$ cat config.mk
export PLATFORM = sky130hd
export DESIGN_NAME = key_matrix_debounce_event_packer_unit
export DESIGN_NICKNAME = d
export VERILOG_FILES = /design/src/kmd_pkg.sv /design/src/kmd_state_mem.sv /design/src/kmd_out_reg.sv /design/src/key_matrix_debounce_event_packer_unit.sv
export SDC_FILE = /design/constraint.sdc
export NUM_CORES = 1
export LEC_CHECK = 0
export ABC_CLOCK_PERIOD_IN_PS = 8550
export BUFFER_PORTS_ARGS = -buffer_cell sky130_fd_sc_hd__buf_4
export CAP_MARGIN = 20
export CORE_MARGIN = 8
export CORE_UTILIZATION = 30
export CTS_CLUSTER_DIAMETER = 150
export DETAILED_ROUTE_END_ITERATION = 10
export SETUP_SLACK_MARGIN = 0.3
export SLEW_MARGIN = 25
export SYNTH_ARGS = -nofsm -noshare
export SYNTH_HDL_FRONTEND = slang
export SYNTH_SLANG_ARGS = --single-unit
$ cat constraint.sdc
create_clock -name clk -period 8.55 [get_ports clk]
set_input_delay 0.855 -clock clk [delete_from_list [all_inputs] [get_ports clk]]
set_output_delay 0.855 -clock clk [all_outputs]
set_load 0.005 [all_outputs]
$ cat src/kmd_pkg.sv
// ----------------------------------------------------------------------------
// kmd_pkg
// Shared constants and types of the key matrix debounce and event packer.
// ----------------------------------------------------------------------------
`default_nettype none

package kmd_pkg;

	// Matrix size and time base.
	localparam int KEY_COUNT   = 12;
	localparam int TIME_BITS   = 32;
	localparam int KEY_W       = (KEY_COUNT > 1) ? $clog2(KEY_COUNT) : 1;

	// Port widths fixed by the word formats.
	localparam int SCAN_TIME_W = 32;
	localparam int RAW_W       = 12;
	localparam int DEB_W       = 16;
	localparam int ID_W        = 8;
	localparam int FRAME_W     = 48;
	localparam int CFG_IDX_W   = 8;
	localparam int CFG_DATA_W  = 16;

	// Width at which elapsed time and debounce time are compared.
	localparam int CMP_W = (TIME_BITS > DEB_W) ? TIME_BITS : DEB_W;

	// Frame bytes.
	localparam logic [7:0] FRAME_START = 8'hAA;
	localparam logic [7:0] FRAME_TYPE  = 8'h01;
	localparam logic [7:0] FRAME_PAD   = 8'h00;

	// Register indexes and reset values.
	localparam logic [CFG_IDX_W-1:0] REG_DEBOUNCE_TIME = CFG_IDX_W'(0);
	localparam logic [CFG_IDX_W-1:0] REG_KEY_ID_OFFSET = CFG_IDX_W'(1);
	localparam logic [DEB_W-1:0]     DEBOUNCE_RESET    = DEB_W'(20);
	localparam logic [ID_W-1:0]      KEY_OFFSET_RESET  = ID_W'(2);

	// One entry of the per-key state memory.
	typedef struct packed {
		logic                 raw_seen;
		logic                 stable;
		logic [TIME_BITS-1:0] change_time;
	} key_entry_t;

	// One event handed to the output register.
	typedef struct packed {
		logic [ID_W-1:0] key_id;
		logic            pressed;
		logic            last;
	} key_event_t;

endpackage

`default_nettype wire

$ cat src/kmd_state_mem.sv
// ----------------------------------------------------------------------------
// kmd_state_mem
// Per-key state memory: one write port, one read port with registered data.
// Entries never written since reset read as all zero through valid bits.
// ----------------------------------------------------------------------------
`default_nettype none

module kmd_state_mem (
	input  wire                          clk,
	input  wire                          arst_n,
	input  wire                          rd_en,
	input  wire  [kmd_pkg::KEY_W-1:0]    rd_addr,
	output kmd_pkg::key_entry_t          rd_data,
	input  wire                          wr_en,
	input  wire  [kmd_pkg::KEY_W-1:0]    wr_addr,
	input  kmd_pkg::key_entry_t          wr_data
);
	import kmd_pkg::*;

	key_entry_t           mem [KEY_COUNT];
	logic [KEY_COUNT-1:0] vld_q;
	key_entry_t           rd_data_q;
	logic                 rd_vld_q;

	// Storage array, written and read in the same clocked block.
	always_ff @(posedge clk) begin
		if (wr_en) begin
			mem[wr_addr] <= wr_data;
		end
		if (rd_en) begin
			rd_data_q <= mem[rd_addr];
		end
	end

	// Valid bits stand in for clearing the array at reset.
	always_ff @(posedge clk or negedge arst_n) begin
		if (!arst_n) begin
			vld_q    <= '0;
			rd_vld_q <= 1'b0;
		end else begin
			if (wr_en) begin
				vld_q[wr_addr] <= 1'b1;
			end
			if (rd_en) begin
				rd_vld_q <= vld_q[rd_addr];
			end
		end
	end

	// An entry that was never written reads as its reset value.
	assign rd_data = rd_vld_q ? rd_data_q : '0;

endmodule

`default_nettype wire

$ cat src/kmd_out_reg.sv
// ----------------------------------------------------------------------------
// kmd_out_reg
// Output register of the event channel; builds the six-byte frame of the
// held event.
// ----------------------------------------------------------------------------
`default_nettype none

module kmd_out_reg (
	input  wire                        clk,
	input  wire                        arst_n,
	input  wire                        push,
	input  kmd_pkg::key_event_t        push_ev,
	output logic                       free,
	output logic                       out_valid,
	input  wire                        out_stall,
	output logic [kmd_pkg::ID_W-1:0]   key_id,
	output logic                       pressed,
	output logic [7:0]                 checksum,
	output logic [kmd_pkg::FRAME_W-1:0] frame_word,
	output logic                       last_event
);
	import kmd_pkg::*;

	logic       valid_q;
	key_event_t ev_q;

	// The register can take a word when it is empty or its word leaves now.
	assign free = !valid_q || !out_stall;

	always_ff @(posedge clk or negedge arst_n) begin
		if (!arst_n) begin
			valid_q <= 1'b0;
		end else if (free) begin
			valid_q <= push;
		end
	end

	always_ff @(posedge clk) begin
		if (free && push) begin
			ev_q <= push_ev;
		end
	end

	// Frame bytes and their XOR checksum.
	assign out_valid  = valid_q;
	assign key_id     = ev_q.key_id;
	assign pressed    = ev_q.pressed;
	assign last_event = ev_q.last;
	assign checksum   = FRAME_START ^ FRAME_TYPE ^ ev_q.key_id ^ {7'd0, ev_q.pressed}
		^ FRAME_PAD;
	assign frame_word = {FRAME_START, FRAME_TYPE, ev_q.key_id, {7'd0, ev_q.pressed},
		FRAME_PAD, checksum};

endmodule

`default_nettype wire

$ cat src/key_matrix_debounce_event_packer_unit.sv
// ----------------------------------------------------------------------------
// key_matrix_debounce_event_packer_unit
// Debounces a scanned key matrix and emits one framed event per accepted
// level change.
// ----------------------------------------------------------------------------
// One scan word is taken at a time. The per-key state (last raw level,
// debounced level, time of last raw change) sits in a memory with one read
// and one write port, and the sequencer visits the keys in index order, one
// key per cycle except while a full output register holds back an event.
// Each event leaves as one word; the final event of a scan carries
// last_event. An event is held back until the next one of the scan is found
// or the scan ends, so that last_event is known when it leaves.
// Configuration must be written only while the block is idle.
// ----------------------------------------------------------------------------
`default_nettype none

module key_matrix_debounce_event_packer_unit (
	input  wire                              clk,
	input  wire                              arst_n,
	// Configuration write port.
	input  wire                              cfg_we,
	input  wire  [kmd_pkg::CFG_IDX_W-1:0]    cfg_index,
	input  wire  [kmd_pkg::CFG_DATA_W-1:0]   cfg_data,
	// Scan channel.
	input  wire                              in_valid,
	output logic                             in_stall,
	input  wire  [kmd_pkg::SCAN_TIME_W-1:0]  scan_time,
	input  wire  [kmd_pkg::RAW_W-1:0]        raw_keys,
	// Event channel.
	output logic                             out_valid,
	input  wire                              out_stall,
	output logic [kmd_pkg::ID_W-1:0]         key_id,
	output logic                             pressed,
	output logic [7:0]                       checksum,
	output logic [kmd_pkg::FRAME_W-1:0]      frame_word,
	output logic                             last_event
);
	import kmd_pkg::*;

	typedef enum logic [1:0] {
		ST_IDLE,
		ST_RUN,
		ST_FLUSH
	} seq_state_t;

	seq_state_t           state_q;
	logic [KEY_W-1:0]     key_q;
	logic                 pend_q;
	logic [ID_W-1:0]      pend_id_q;
	logic                 pend_lvl_q;
	logic [TIME_BITS-1:0] time_q;
	logic [RAW_W-1:0]     raw_q;
	logic [DEB_W-1:0]     debounce_time_q;
	logic [ID_W-1:0]      key_id_offset_q;

	logic                 in_acc;
	logic [KEY_COUNT-1:0] raw_ext;
	key_entry_t           ent;
	key_entry_t           wr_data;
	logic                 lvl;
	logic [TIME_BITS-1:0] ctime;
	logic [TIME_BITS-1:0] elapsed;
	logic                 fire;
	logic                 go;
	logic                 last_key;
	logic                 rd_en;
	logic [KEY_W-1:0]     rd_addr;
	logic                 push;
	key_event_t           push_ev;
	logic                 out_free;

	assign in_stall = (state_q != ST_IDLE);
	assign in_acc   = in_valid && !in_stall;

	// Register file writes.
	always_ff @(posedge clk or negedge arst_n) begin
		if (!arst_n) begin
			debounce_time_q <= DEBOUNCE_RESET;
			key_id_offset_q <= KEY_OFFSET_RESET;
		end else if (cfg_we) begin
			case (cfg_index)
				REG_DEBOUNCE_TIME: debounce_time_q <= cfg_data[DEB_W-1:0];
				REG_KEY_ID_OFFSET: key_id_offset_q <= cfg_data[ID_W-1:0];
				default: ;
			endcase
		end
	end

	// Raw levels widened to one bit per key; keys beyond the mask read low.
	always_comb begin
		for (int i = 0; i < KEY_COUNT; i++) begin
			raw_ext[i] = (i < RAW_W) ? raw_q[i % RAW_W] : 1'b0;
		end
	end

	// Per-key update of the entry read from the state memory for the current key.
	always_comb begin
		lvl     = raw_ext[key_q];
		ctime   = (lvl != ent.raw_seen) ? time_q : ent.change_time;
		elapsed = time_q - ctime;
		fire    = (CMP_W'(elapsed) >= CMP_W'(debounce_time_q)) && (ent.stable != lvl);
		wr_data.raw_seen    = lvl;
		wr_data.stable      = fire ? lvl : ent.stable;
		wr_data.change_time = ctime;
	end

	// A key advances unless it must hand over a held event to a full register.
	assign go       = (state_q == ST_RUN) && (!fire || !pend_q || out_free);
	assign last_key = (key_q == KEY_W'(KEY_COUNT - 1));
	assign rd_en    = in_acc || (go && !last_key);
	assign rd_addr  = (state_q == ST_IDLE) ? '0 : key_q + KEY_W'(1);

	// The held event leaves when a newer one replaces it or the scan ends.
	assign push = (go && fire && pend_q) || ((state_q == ST_FLUSH) && pend_q && out_free);
	always_comb begin
		push_ev.key_id  = pend_id_q;
		push_ev.pressed = pend_lvl_q;
		push_ev.last    = (state_q == ST_FLUSH);
	end

	// Scan sequencer.
	always_ff @(posedge clk or negedge arst_n) begin
		if (!arst_n) begin
			state_q <= ST_IDLE;
			key_q   <= '0;
			pend_q  <= 1'b0;
		end else begin
			case (state_q)
				ST_IDLE: begin
					if (in_acc) begin
						key_q   <= '0;
						state_q <= ST_RUN;
					end
				end
				ST_RUN: begin
					if (go) begin
						if (fire) begin
							pend_q <= 1'b1;
						end
						if (last_key) begin
							state_q <= ST_FLUSH;
						end else begin
							key_q <= key_q + KEY_W'(1);
						end
					end
				end
				ST_FLUSH: begin
					if (!pend_q) begin
						state_q <= ST_IDLE;
					end else if (out_free) begin
						pend_q  <= 1'b0;
						state_q <= ST_IDLE;
					end
				end
				default: state_q <= ST_IDLE;
			endcase
		end
	end

	// Scan word and held event payload.
	always_ff @(posedge clk) begin
		if (in_acc) begin
			time_q <= scan_time[TIME_BITS-1:0];
			raw_q  <= raw_keys;
		end
		if (go && fire) begin
			pend_id_q  <= key_id_offset_q + ID_W'(key_q);
			pend_lvl_q <= lvl;
		end
	end

	kmd_state_mem u_mem (
		.clk     (clk),
		.arst_n  (arst_n),
		.rd_en   (rd_en),
		.rd_addr (rd_addr),
		.rd_data (ent),
		.wr_en   (go),
		.wr_addr (key_q),
		.wr_data (wr_data)
	);

	kmd_out_reg u_out (
		.clk        (clk),
		.arst_n     (arst_n),
		.push       (push),
		.push_ev    (push_ev),
		.free       (out_free),
		.out_valid  (out_valid),
		.out_stall  (out_stall),
		.key_id     (key_id),
		.pressed    (pressed),
		.checksum   (checksum),
		.frame_word (frame_word),
		.last_event (last_event)
	);

	// A word is only pushed when the output register can take it.
	a_push_free: assert property (@(posedge clk) disable iff (!arst_n)
		push |-> out_free)
		else $error("event pushed into a full output register");

	// A read and a write never target the same entry in one cycle.
	a_no_rw_clash: assert property (@(posedge clk) disable iff (!arst_n)
		(rd_en && go) |-> (rd_addr != key_q))
		else $error("read and write of the same state entry");

	// No held event is left behind when the block goes idle.
	a_idle_empty: assert property (@(posedge clk) disable iff (!arst_n)
		(state_q == ST_IDLE) |-> !pend_q)
		else $error("held event lost at end of scan");

	// A key that waits on the output register stays on the same key.
	a_hold_key: assert property (@(posedge clk) disable iff (!arst_n)
		((state_q == ST_RUN) && !go) |=> ((state_q == ST_RUN) && $stable(key_q)))
		else $error("key sequence advanced while held");

endmodule

`default_nettype wire
Word-level counts from Yosys, hierarchy flattened
Memory sizes are Yosys's and may differ from the RTL's. A register that Yosys moved wholly into a read port is not among the register bits.
Cells that the tools add are included.

storage, ports and cells
  output and inout port bits = 68
  memories = 1
  RAM bits = 408
  register bits after elaboration = 108
  word-level logic and storage cells = 96

memories
  memory     words  width  rd ports  clocked after memory_dff  write ports  RTL line             source
  u_mem.mem  12     34     1         1                         1            kmd_state_mem.sv:20  key_entry_t mem [KEY_COUNT];

operators by class
  eq/ne operators = 12
  bitwise gates (word level) = 3
  add/subtract/negate cells = 3
  mux-type cells = 27
  $lt $le $gt $ge = 4
  reductions and logical operators = 31

operator list
  kind                                                count
  2-to-1 mux 34 bit                                   1
  greater-or-equal comparator 32 x 16 -> 1 bit        1
  2-to-1 mux 32 bit                                   1
  subtractor 32 bit                                   1
  2-to-1 mux 4 bit                                    4
  OR 12 bit                                           1
  logical AND 1 bit                                   10
  < comparator 4 x 5 -> 1 bit, second input constant  2
  2-to-1 mux 1 bit                                    10
  2-to-1 mux 2 bit                                    5
  inequality test 2 bit, second input constant        5
  adder 8 x 4 -> 8 bit                                1
  binary-select mux 1 bit (select 4 bit)              2
  == test 8 x 1 -> 1 bit, second input constant       1
  zero test 8 bit                                     1
  case mux 4 bit (2 select lines)                     1
  AND reduction 4 bit                                 2
  bitwise XOR 8 x 1 -> 8 bit                          1
  zero test 1 bit                                     6
  case mux 2 bit (3 select lines)                     1
  nonzero test 2 bit                                  3
  logical OR 1 bit                                    5
  inverter 5 bit                                      1
  adder 4 x 1 -> 4 bit, second input constant         1
  11 further kinds                                    13

Longest topological paths before layout
Gate-level depths: netlist (run 1).

  depth after elaboration = 15
  depth in mapped cells = 34
  depth with buffers taken out = 29

Modules after synthesis
Synthesis (run 1) repeated with hierarchy kept, for this count alone.

second synthesis, totals
  cell total of the unflattened synthesis = 1608
  area, all modules = 24627.4 µm²

by module, submodules not included
  module                                 area each (µm²)  cells an instance  instances
  kmd_state_mem                          17140.2          777                1
  key_matrix_debounce_event_packer_unit  6725.2           759                1
  kmd_out_reg                            762.0            72                 1

Worst setup path after synthesis (run 1)
No wires, ideal clock.

  path kind = reg2reg
  start = register key_q[0]
  end = memory u_mem.mem[11][0] in the netlist's numbering, enable pin
  slack = -0.177 ns
  data required time = 8.125 ns
  stages on the path, launching flop included = 35
  arrival = 8.302 ns
  period minus slack after synthesis = 8.727 ns
  setup time = 0.425 ns
  path through = dfrtp_1 > buf_4 > mux2i_1 > mux4_2 > mux2_4 > nor2_1 > buf_4 > clkbuf_1 > buf_1 > nand2_1 > o21ai_0 > inv_1 > ha_1 > clkbuf_1 > nand3_1 > mux2i_1 > a221oi_2 > o21ai_1 > a21oi_1 > xnor2_1 > ha_1 > nand3_1 > nand2_1 > a2111oi_0 > nand4_1 > nor3_1 > o2111ai_1 > a311oi_1 > nand4_1 > or4_1 > buf_2 > a21oi_4 > nand2_2 > buf_6 > nor2_1

on the way
  word-level cells in the longest chain between the ends = 13

RTL lines
  element                                       RTL line                                      source
  start: declaration                            key_matrix_debounce_event_packer_unit.sv:47   logic [KEY_W-1:0] key_q;
  start signal: assignment                      key_matrix_debounce_event_packer_unit.sv:143  key_q <= key_q + KEY_W'(1);
  binary-select mux 1 bit (select 4 bit)        key_matrix_debounce_event_packer_unit.sv:98   lvl = raw_ext[key_q];
  2-to-1 mux 1 bit (not written as such)        key_matrix_debounce_event_packer_unit.sv:98
  inequality test 1 bit                         key_matrix_debounce_event_packer_unit.sv:99   ctime = (lvl != ent.raw_seen) ? time_q : ent.change_time;
  2-to-1 mux 32 bit                             key_matrix_debounce_event_packer_unit.sv:99
  net ctime[12]                                 key_matrix_debounce_event_packer_unit.sv:61   logic [TIME_BITS-1:0] ctime;
  subtractor 32 bit                             key_matrix_debounce_event_packer_unit.sv:100  elapsed = time_q - ctime;
  greater-or-equal comparator 32 x 16 -> 1 bit  key_matrix_debounce_event_packer_unit.sv:101  fire = (CMP_W'(elapsed) >= CMP_W'(debounce_time_q)) && (ent.stable != lvl);
  logical AND 1 bit                             key_matrix_debounce_event_packer_unit.sv:101
  zero test 1 bit                               key_matrix_debounce_event_packer_unit.sv:108  assign go = (state_q == ST_RUN) && (!fire || !pend_q || out_free);
  logical OR 1 bit (2 in series)                key_matrix_debounce_event_packer_unit.sv:108
  logical AND 1 bit                             key_matrix_debounce_event_packer_unit.sv:108
  2-to-1 mux 1 bit                              kmd_state_mem.sv:27                           if (wr_en) begin
  2-to-1 mux 1 bit (not written as such)        kmd_state_mem.sv:28                           mem[wr_addr] <= wr_data;
  end: declaration                              kmd_state_mem.sv:20

The timed path passes the listed nets, and every way through them passes these cells. The select of a mux whose other input is x is not followed.

Worst setup path in the final report (run 1)
  start = register key_q[2]
  end = memory u_mem.mem[2][11] in the netlist's numbering, enable pin

The elaborated chain is that of the path after synthesis.

==> results.md, run 1 <==
- The number of core rows is roughly 110.
- Max-cap violations in this run came to 0.
- The commonest cells after synthesis are edfxtp_1 (505), nand2_1 (334), nor2_1 (141), a21oi_1 (127), clkbuf_1 (118).
- The Yosys step of the flow raised 0 warnings.
- The die width is a little over 300 microns.
- After synthesis the netlist holds a flip-flop and latch count of 550.
- The layout cell share with drive strength beyond 1 is 0.155.
- Dividing the synthesized area by the synthesized cell count gives between 10 and 15 sq um.
- Along the worst path, the maximum fanout reaches 18.
- The die area is just under 100000 sq um.
- The wire length on met3 is 4.75 mm.
- In the post-synthesis netlist, the biggest area contributors are edfxtp_1 (58%), nand2_1 (4.8%), dfrtp_1 (4.0%).
- Derived from the worst setup path, the maximum achievable clock frequency is around 0.13 GHz.
- The total global-route track usage is 0.143.
- The core footprint is a little under 90000 sq um.
- The most instantiated flip-flop cell in the synthesis netlist is edfxtp_1.
- The worst path required time is 8.84 ns.
- In the final routed layout, each cell accounts on average for around 21 microns.
- The initial utilization of the core area, before any placement, comes to 0.302.
- After layout, the minimum clock period comes to ~7.7 ns.
- Of the available clock period, the critical path in the final layout requires 0.897.
- After legalization and detailed placement, the total HPWL measured about 47 mm.
- The first-pass GRT wire length is around 110 mm.
- The total CTS buffers is a little under 60.
- The remaining global-route overflow is 0.
- The number of antenna violations at the first check in global routing is 4.
- The pin count of the biggest net entering global routing is 71.
- The worst setup path is captured at a register.
- At the worst endpoint, the arrival time is between 7 and 8 ns.
- The DRC violation count after routing is 0.
- The clock tree root buffer cell is clkbuf_16.
- The clock tree from TritonCTS is yes.
- The setup check on the worst reg-to-reg path leaves a slack of between 0.8 and 0.9 ns.
- The area growth from synthesis to layout is 15.6%.
- The area of all sequential standard cells is around 16000 sq um.
- The number of optimization iterations in the first detailed-route pass is 8.
- The count of antenna-violating nets left after detailed routing is 0.
- The number of nets in the finished design is 2442.
- Summed over all nets, wire length on met2 after detailed routing comes to between 30 and 40 mm.
- The clock slew seen by the registers of the worst setup and hold paths is 0.07 ns.
- The worst clock skew on the final layout is 0.0690 ns.
- Among cell families on the critical path, the largest total delay comes from compound AO/OA/AOI/OAI gates.
- The sum of routed wire length over all layers is 72.6 mm.
- The clock passes through at most 3 buffers.
- Of the post-synthesis cell area, the dominant cell type holds 0.578.
- Setup slack on the critical path of the routed design comes to around 0.9 ns.
- The critical path contains buffers and inverters numbering 3 combined.
- The fraction of the yosys area taken by sequential cells is 0.621.
- The cell taking the most area after synthesis is edfxtp_1.
- The number of global-route vias before repair is 17.4k.
- The total vias in the final route is ~18k.
- The H-tree depth is 2.
- The total area of multi-input combinational cells is 9010 sq um.
- The worst slack on hold paths is about 0.27 ns.
- The run finished with clean final reports.
- The count of flip-flops with a built-in enable after synthesis is roughly 510.
- The worst setup path is of the register to register kind.
- The cell area after synthesis is approximately 26000 sq um.
- The number of failing hold endpoints at the final stage is 0.
- At the pin with the least slew margin, the transition time is ~1.1 ns.
- The most repeated library cell on the critical path is nand4_1.
- For this design the top-level I/O count stands at 141.
- The total of buffers placed on input and output ports is 109.
- The die height is 312 microns.
- The number of diodes is 0.
- The number of violations reported at the end of detailed-routing iteration 0 is between 1k and 1.5k.
- The detailed-route vias per instance is 5.11.
- The top layer reached by signal wires is met4.
- The later-pin clock latency in the skew report is ~0.65 ns.
- Synthesis handed over a netlist of between 2k and 2.5k instances.
- The cell at the slowest stage of the critical path is or4_1.
- Setup repair after global routing left no endpoint under its margin.
- The number of setup violations in the final report is 0.
- Prior to clock tree synthesis, the placed netlist has a worst setup slack of 0.516 ns.
- The type of origin of the critical path is a register.
- After filler insertion, the fill cell instance count of the layout stands at between 8k and 9k.
- The min-delay analysis places its worst path in the category primary input to async pin.
- The number of clock sinks is between 500 and 600.
- For this run, the slowest stage of the critical path takes slightly below 0.7 ns.
- The most common cell in the synthesized netlist is edfxtp_1.
- The length of routed wiring on met1 is approximately 32 mm.
- The count of distinct cell types in the synthesized netlist is a little under 90.
- The congestion estimate from routability-driven global placement came to a little over 0.9.
- Headroom to the max-slew limit came out at 0.258.
- The max-slew violation total from the final report is 0.
- The share of flip-flops with an asynchronous set or reset is 0.0818.
-- worst paths after layout --
kind | from | to | cells after the start
max | key_q[2] | u_mem.mem[2][11] | 28
min | arst_n | debounce_time_q[8] | 1
max reg2reg | key_q[2] | u_mem.mem[2][11] | 28
min reg2reg | pend_id_q[4] | u_out.key_id[4] | 0
max in group asynchronous | arst_n | key_q[0] | 1
min in group clk | scan_time[22] | time_q[22] | 1
-- stage by stage --
step	instances	utilization	setup TNS (ns)	area [sq um]
floorplan	2283	-	-28.93	26300
global route	3526	0.350	0	30300
global placement	3404	0.326	0	28300
CTS	3512	0.348	0	30200
detailed placement	3404	0.326	0	28300
finish	3526	0.350	0	30300
-- kinds of logic after synthesis --
group | count (synthesis) | synth area share
flops | 550 | 0.621
simple gates | 682 | 0.118
xor+xnor | 38 | 0.0127
buf+inv | 261 | 0.0455
fa+ha+maj | 46 | 0.0222
compound gates | 616 | 0.154
other cells | 2 | 0.000286
mux | 59 | 0.0259
-- cell type report --
class                           count  area share
Sequential cell                   550       0.538
Tap cell                         1155      0.0477
Inverter                           64     0.00796
Timing Repair Buffer              177      0.0484
Multi-Input combinational cell   1472       0.297
Clock buffer                       75      0.0503
Clock inverter                     33      0.0109
-- what timing repair did --
| action | 4_1_cts | 5_1_grt |
|---|---|---|
| buffers inserted | 0 | 14 |
| resized for setup | 0 | 6 |
| endpoints found under the setup margin | 0 | 261 |
| hold buffers | 0 | 0 |
-- routing by layer --
layer  up-vias  global-route usage
met5         -                   0
met4         0              0.0390
met3        96              0.0237
met2       628               0.233
met1      8834               0.197
li1       8458                   -
-- registers in the layout (all words and copies together) (netlist names), 12 cells and up --
signal	cells
u_mem.vld_q	12
debounce_time_q	16
time_q	32
raw_ext	12
u_mem.mem	408
u_mem.rd_data_q	34
-- placed cells by master (no fill, tap or decap), drive strengths merged, types with 5 or more instances in the layout --
master / Yosys / routed
edfxtp: 505 / 505
nand2: 335 / 335
buf: 79 / 176
nor2: 141 / 141
a21oi: 128 / 128
o21ai: 112 / 112
a211oi: 107 / 107
and2: 84 / 84
clkbuf: 118 / 76
a31oi: 71 / 71
inv: 64 / 66
mux2: 48 / 48
ha: 45 / 45
o22ai: 43 / 43
dfrtp: 42 / 42
conb: 2 / 31
xnor2: 30 / 30
o21a: 25 / 25
clkinv: 0 / 25
nand3: 24 / 24
nand4: 18 / 18
nand2b: 16 / 16
a21o: 15 / 15
nor2b: 15 / 15
o211ai: 14 / 14
o21bai: 14 / 14
nor3: 13 / 13
a311oi: 11 / 11
mux2i: 10 / 10
xor2: 8 / 8
a21boi: 8 / 8
a32oi: 7 / 7
o2111ai: 7 / 7
and3: 7 / 7
a22oi: 6 / 6
a2111oi: 6 / 6
a31o: 5 / 5
-- worst register-to-register path: cells and delay by family, from the launching register on --
family / cells / cell delay, ns
multiplexers: 3 / 1.15
adder cells (fa/ha/maj): 2 / 0.68
flip-flops: 1 / 0.49
AO/OA/AOI/OAI: 9 / 2.23
XOR/XNOR: 1 / 0.17
AND/OR/NAND/NOR: 10 / 2.04
buffers and inverters: 3 / 0.61
Power of run 1 is left out: the tool's default activity adds up to more than one toggle a clock period on the data nets, which glitch-free logic cannot reach.
==> run 2: changes to the inputs <==
- CELL_PAD_IN_SITES_DETAIL_PLACEMENT: unset -> 2
- CELL_PAD_IN_SITES_GLOBAL_PLACEMENT: unset -> 2
- PLACE_DENSITY_LB_ADDON: unset -> 0.1
==> results.md, run 2 (synthesized netlist as in run 1, its figures left out) <==
- The run finished with clean final reports.
- The max-slew violation total from the final report is 0.
- The number of buffers inserted for hold repair after clock tree synthesis is 0.
- The launching instance or port of the critical path is key_q[0].
- In the final layout, the registers with the most flip-flops are u_mem.mem x408, u_mem.rd_data_q x34, time_q x32.
- At the end of routability-driven placement, the weighted congestion stood at between 0.8 and 0.9.
- Measured against its own limit, the worst slew margin works out to 0.348.
- The number of clock buffers added by TritonCTS is between 60 and 70.
- Of the cells placed in the final design, the portion with a size suffix greater than 1 is 0.158.
- Counting both buffers and inverters, the worst setup path holds a total of 3.
- The count of placed standard cells in the final layout, fillers left out is about 3.5k.
- The register with the most flip-flops in the layout has just over 400 of them.
- The type of origin of the critical path is a register.
- Broken down by cell family, the worst path's largest delay share belongs to simple AND/OR/NAND/NOR gates.
- The count of antenna-violating nets left after detailed routing is 0.
- The number of global-route vias before repair was approximately 20k.
- On the critical path, the stage with the largest delay is an instance of mux4_2.
- At the pin with the least slew margin, the transition time is a little under 1 ns.
- The number of placed instances, taps included, is 3412.
- At the later pin of the worst-skew pair, clock insertion delay measures between 0.6 and 0.7 ns.
- The HPWL after detailed placement is roughly 61 mm.
- The worst clock skew on the final layout is 0.0339 ns.
- The H-tree was split into 3 levels.
- The final cycle utilization of the critical path is 0.906.
- The die width is just over 300 microns.
- The launching point of the worst reg2reg path is key_q[0].
- The routed design has ~90 mm of wire.
- The maximum root-to-sink buffer count is 3.
- In this run the vertical extent of the chip is ~310 microns.
- The first global-routing pass estimated around 130 mm of wire.
- The remaining global-route overflow is 0.
- The worst setup path is captured at a register.
- Setup repair after global routing left no endpoint under its margin.
- The DRC violation count after routing is 0.
- The number of failing hold endpoints at the final stage is 0.
- Setup violations remaining at the end of the flow were counted as 0.
- The delay of the slowest cell on the worst path is slightly above 0.6 ns.
- The number of violations reported at the end of detailed-routing iteration 0 is approximately 1.1k.
- The number of max-cap violations is 0.
- The worst path required time is around 8.8 ns.
- The area growth from synthesis to layout is 16.7%.
- Leaving out fill and tap cells, the most frequent cells in the layout are edfxtp_1 (505), nand2_1 (331), buf_4 (164).
- Based on the critical path, the design can be clocked at up to around 0.13 GHz.
- TritonCTS built the clock tree.
- In this run the tool buffered the top-level ports with roughly 110 buffer cells.
- The number of antenna violations at the first check in global routing was 1.
- Across all layers, the routed design uses around 19k vias.
- Leaving out fill and tap cells, the most frequent cell in the layout is edfxtp_1.
- After floorplanning, the core was sized to cover 86800 sq um.
- The pin count of the biggest net entering global routing is 129.
- The clock period could shrink to around 7.7 ns.
- The number of optimization iterations in the first detailed-route pass is 5.
- For flop-to-flop paths, the worst setup slack is between 0.8 and 0.9 ns.
- After clock tree synthesis, the clock-pin slew on the worst setup and hold paths is 0.06 ns.
- The number of nets in the finished design is 2448.
- The number of clock sinks is 550.
- u_mem.mem holds more flip-flops than any other register.
- The worst hold path belongs to the class primary input to async pin.
- The number of core rows is about 110.
- The most repeated library cell on the critical path is ha_1.
- The total global-route track usage is 0.180.
- The final routed wire length divided by cell count is ~25 microns.
- In the routed layout, each cell is associated on average with a via count of around 5.2.
- For this configuration, the core starts out at a cell density of 0.302.
- The critical path in this run is classified as register to register.
- In this run the clock root is driven by a clkbuf_16.
- Data on the critical path arrives at its endpoint at ~8.0 ns.
- approximately 140 I/O pins were placed.
- The maximum fanout count along the critical path is 19.
- The die covers between 90000 and 100000 sq um.
[run 2: final cells by class]
type	count	area, sq um
clock buffers	90	1800
well taps	1155	1450
diodes	4	10.0
flip-flops and latches	550	16300
inverters	64	240
repair buffers	174	1390
fillers	9061	56200
multi-input cells	1472	9020
clock inverters	32	385
[run 2: worst paths after layout]
kind	to	cells after the start
setup / recovery	u_mem.mem[2][23]	30
hold / removal	key_id_offset_q[5]	1
setup reg to reg	u_mem.mem[2][23]	30
hold reg to reg	u_out.key_id[5]	0
max in group asynchronous	key_q[0]	1
min in group clk	u_out.key_id[5]	0
[run 2: metal layers]
metal  GRT usage  vias up  wire length [microns]  part of all wire
met5           0        -                      0                 0
met4      0.0506        0                   2260             0.025
met3      0.0288      122                   3320             0.037
met2       0.296      288                  42300              0.47
met1       0.246     9671                  41800              0.47
li1            -     8468                      -                 -
[run 2: timing repair]
item / in CTS / in global routing
resized for setup: 5 / 6
setup endpoints to repair: 216 / 438
buffers inserted: 3 / 0
pin swaps: 2 / 0
[run 2: through the flow]
step | setup TNS, ns | instance area (sq um) | setup slack, ns | utilization | hold WS (ns)
after floorplan | -28.93 | 26300 | -0.177 | - | 0.400
final | 0 | 30600 | 0.804 | 0.353 | 0.291
after detailed placement | 0 | 28300 | 0.0868 | 0.326 | 0.406
after global routing | 0 | 30600 | 0.363 | 0.353 | 0.295
after global placement | 0 | 28300 | 0.445 | 0.326 | 0.407
after CTS | 0 | 30600 | 0.354 | 0.352 | 0.284
Power of run 2 is left out for the same reason.
